<file path="src/sv/ise_pkg.sv">
`default_nettype none

package ise_pkg;

  // Capacity of the cell chain and derived widths.
  localparam int MAX_ITEMS = 64;
  localparam int DATA_W    = 32;
  localparam int RANK_W    = 6;
  localparam int CNT_W     = $clog2(MAX_ITEMS + 1);

  // One input beat.
  typedef struct packed {
    logic signed [DATA_W-1:0] sample_value;
    logic                     set_end;
  } sample_t;

  // One result beat.
  typedef struct packed {
    logic signed [DATA_W-1:0] sorted_value;
    logic [RANK_W-1:0]        rank;
    logic                     run_end;
    logic                     overflowed;
  } result_t;

  // Controls broadcast along the chain.
  typedef struct packed {
    logic insert;
    logic shift;
  } cell_ctrl_t;

  // Controller states.
  typedef enum logic {
    ST_LOAD,
    ST_DRAIN
  } ise_state_t;

endpackage

`default_nettype wire

</file>
<file path="src/sv/ise_cell.sv">
`default_nettype none

module ise_cell import ise_pkg::*; (
  input  wire logic                     clk,
  input  wire cell_ctrl_t               ctrl,
  input  wire logic                     occupied,
  input  wire logic signed [DATA_W-1:0] new_value,
  input  wire logic signed [DATA_W-1:0] left_value,
  input  wire logic                     left_gt,
  input  wire logic signed [DATA_W-1:0] right_value,
  output logic signed [DATA_W-1:0]      value,
  output logic                          gt
);

  // The held element is larger than the incoming one, so it must move right.
  always_comb begin
    gt = occupied && (value > new_value);
  end

  // Drain shifts towards the head; insertion either takes the left
  // neighbour's element, takes the new element, or keeps what is held.
  always_ff @(posedge clk) begin
    if (ctrl.shift) begin
      value <= right_value;
    end else if (ctrl.insert) begin
      if (left_gt) begin
        value <= left_value;
      end else if (gt || !occupied) begin
        value <= new_value;
      end
    end
  end

endmodule

`default_nettype wire

</file>
<file path="config.mk">
export PLATFORM = sky130hd
export DESIGN_NAME = ise_cell
export DESIGN_NICKNAME = d
export VERILOG_FILES = /design/src/sv/ise_pkg.sv /design/src/sv/ise_cell.sv
export SDC_FILE = /design/constraint.sdc
export NUM_CORES = 1
export LEC_CHECK = 0
export BUFFER_PORTS_ARGS = -buffer_cell sky130_fd_sc_hd__buf_2
export CAP_MARGIN = 10
export CELL_PAD_IN_SITES_DETAIL_PLACEMENT = 0
export CELL_PAD_IN_SITES_GLOBAL_PLACEMENT = 2
export CORE_MARGIN = 2
export CORE_UTILIZATION = 25
export DETAILED_ROUTE_END_ITERATION = 8
export GPL_TIMING_DRIVEN = 0
export PLACE_DENSITY_LB_ADDON = 0.1
export SYNTH_ARGS = -nofsm -noshare
export SYNTH_HDL_FRONTEND = slang
export SYNTH_SLANG_ARGS = --single-unit
</file>
<file path="constraint.sdc">
create_clock -name clk -period 3.9 [get_ports clk]
set_clock_uncertainty 0.15 [all_clocks]
set_input_delay 0.39 -clock clk [delete_from_list [all_inputs] [get_ports clk]]
set_output_delay 0.39 -clock clk [all_outputs]
set_load 0.02 [all_outputs]
</file>
==> flow_summary.toml <==
[run_status]
status = "finished, final reports clean"

[synthesis]
yosys.area.top_type = "edfxtp_1"
syn_avg_cell_area_um2 = 9.46
netlist_instances = 263
yosysMostFrequentCell = "nand2_1"
syn_area_um2 = 2490
syn_nets = 396
synth_cell_types = 28
ys.flop_type = "edfxtp_1"
synth_edf_count = 32
synth-seq-area-share = 0.386
async_reset_ff_frac = 0
synth_top_area_share = 0.386
yosys-top-cells-count = "40 x nand2_1, 35 x o21ai_0, 33 x inv_1"
ys_warn_count = 0
ys_top_cells_by_area = "edfxtp_1 39%, ha_1 16%, mux2i_1 13%"
ys_ff_latch = 32

[floorplanning]
core_area_um2 = 9730
fp.dieArea_um2 = 10800
die_w_um = 104
fp-row-count = 36
die_h_um = 104
io_pins = 134
start_util = 0.256

[drt]
drtIter0Drc = 81
ant_nets = 0
routedWlPerCell_um = 13.6
routed_via_density = 4.33
vias = 2325
routed_wl_um = 7320
drc = 0
drtPass1Iterations = 6

[final_layout]
largest_reg_flops = 32
n_antenna_cell = 0
multi_input_area_um2 = 1360
drive_gt1_frac = 0.361
syn2layout_area_growth_pct = 37.8
fillers = 1091
top_regs = "value x32"
regMostFlops = "value"
layout.nets = 536
stdcell_count = 537
seqCellArea_um2 = 961

[placed_design]
io_buffers = 132
dp.cells = 529
dpl.hpwl_um = 6060
place_congestion = 0.731

[cts]
clk_latency_ns = 0.28
ctsHoldBuffers = 0
cts_setup_buffers = 0
clock_path_buffers = 2
clk_pin_slew_ns = 0.07
numCtsBuffers = 5
htreeDepth = 2
cts_root_buffer = "clkbuf_8"
clkSinkCount = 32
cts_resized = 0
cts_tree = "done"

[hold_path]
min_from = "right_value[29]"
holdPathEnd = "value[29]"
min_delay_path_depth = 3
min_path_type = "input port to flip-flop"

[timing]
report.final.setup_viol = 0
worst_pin_slew_ns = 0.497
post-route-min-period_ns = 3.08
fmax_mhz = 325
slew_headroom = 0.669
rsz0062_at_grt = "no"
final-hold-violation-count = 0
fin_crit_sh = 0.789
tns_ns = 0
final-max-slew-violation-count = 0

[setup_path]
cp-end-kind = "flip-flop"
r2r_cells = 8
rr_startpoint = "value[31]"
critPathKind = "flip-flop to flip-flop"
cp.required_ns = 3.78
ff2ff_setup_slack_ns = 0.82
cp_data_arrival_time_ns = 2.96
crit_path_start_kind = "flip-flop"
cp_max_fo = 20
r2r_end = "value[11]"

[job]
cap_violations = 0

[power]
finalPower_uw = 1150
leakagePower_uw = 0.00176
p_per_area_nw_per_um2 = 334
ir_drop_v = 0.000115

[grt]
antenna_found_initial = 0
grt_max_degree = 21
grt_overflow = 0
grt_pass1_vias = 2396
grt_pass1_wl_um = 11900
grt.total_usage = 0.139
stage by stage:
step | setup WS, ns | cell area (um^2) | util | hold slack, ns
6_report | 0.824 | 3430 | 0.352 | 0.235
5_1_grt | 0.604 | 3430 | 0.352 | 0.241
4_1_cts | 0.748 | 3430 | 0.352 | 0.223
3_5_place_dp | 0.645 | 3350 | 0.344 | 0.522
3_3_place_gp | -0.336 | 3310 | 0.341 | 0.520
2_1_floorplan | 0.684 | 2490 | - | 0.427
metal layers:
metal  GRT usage  wire length [um]
met1       0.189              3560
met2       0.221              3260
met3      0.0371               451
met4      0.0319                46
met5           0                 0
critical path, stage by stage (launching register included):
cell      delay [ns]
edfxtp_1        0.41
ha_1            0.45
nand4_2         0.21
nor4_2          0.36
nand2_1         0.15
and3b_1         0.22
a21oi_1         0.18
nand3_2         0.38
buf_16          0.32
cell type report:
type                            instances  area share
Buffer                                 11      0.0131
Clock buffer                            7      0.0223
Clock inverter                          1     0.00110
Inverter                               33      0.0361
Multi-Input combinational cell        187       0.398
Sequential cell                        32       0.280
Tap cell                              133      0.0486
Timing Repair Buffer                  133       0.201
kinds of logic after synthesis:
| kind of cell | synth area share |
|---|---|
| AND/OR/NAND/NOR | 0.117 |
| AO/OA/AOI/OAI | 0.139 |
| buffers and inverters | 0.0679 |
| multiplexers | 0.129 |
| adder cells (fa/ha/maj) | 0.161 |
| flip-flops | 0.386 |
how the worst max path moves through the flow:
stage / from / end / slack (ns) / depth (start not counted)
floorplan: value[31] / value[0] / 0.68 / 7
global placement: new_value[31] / value[15] / -0.34 / 9
detailed placement: new_value[31] / value[14] / 0.65 / 10
CTS: value[31] / value[13] / 0.75 / 8
global route: value[31] / value[4] / 0.60 / 8
finish: value[31] / value[11] / 0.82 / 8
power by group:
| part | switching [uW] | leakage (uW) | internal (uW) |
|---|---|---|---|
| Combinational | 247 | 0.00139 | 171 |
| Clock | 128 | 0.0000399 | 124 |
| Sequential | 28.9 | 0.000334 | 447 |
| Total | 404 | 0.00176 | 742 |
cells in the final DEF, fill, tap and decap left out, drive strengths merged:
cell	instances
nor2b	1
a221o	1
or3	1
mux2i	32
ha	32
nand2	40
o211ai	2
nor2	5
o41ai	1
a21oi	15
clkbuf	15
o2111ai	1
a211oi	1
clkinv	1
nor4	2
o21ai	35
edfxtp	32
a22oi	1
buf	136
nor3	1
a21o	1
inv	33
and3b	1
o31a	1
nand4	8
a2111oi	1
nand3	4
Note: power is estimated with default switching activity, not from simulation.
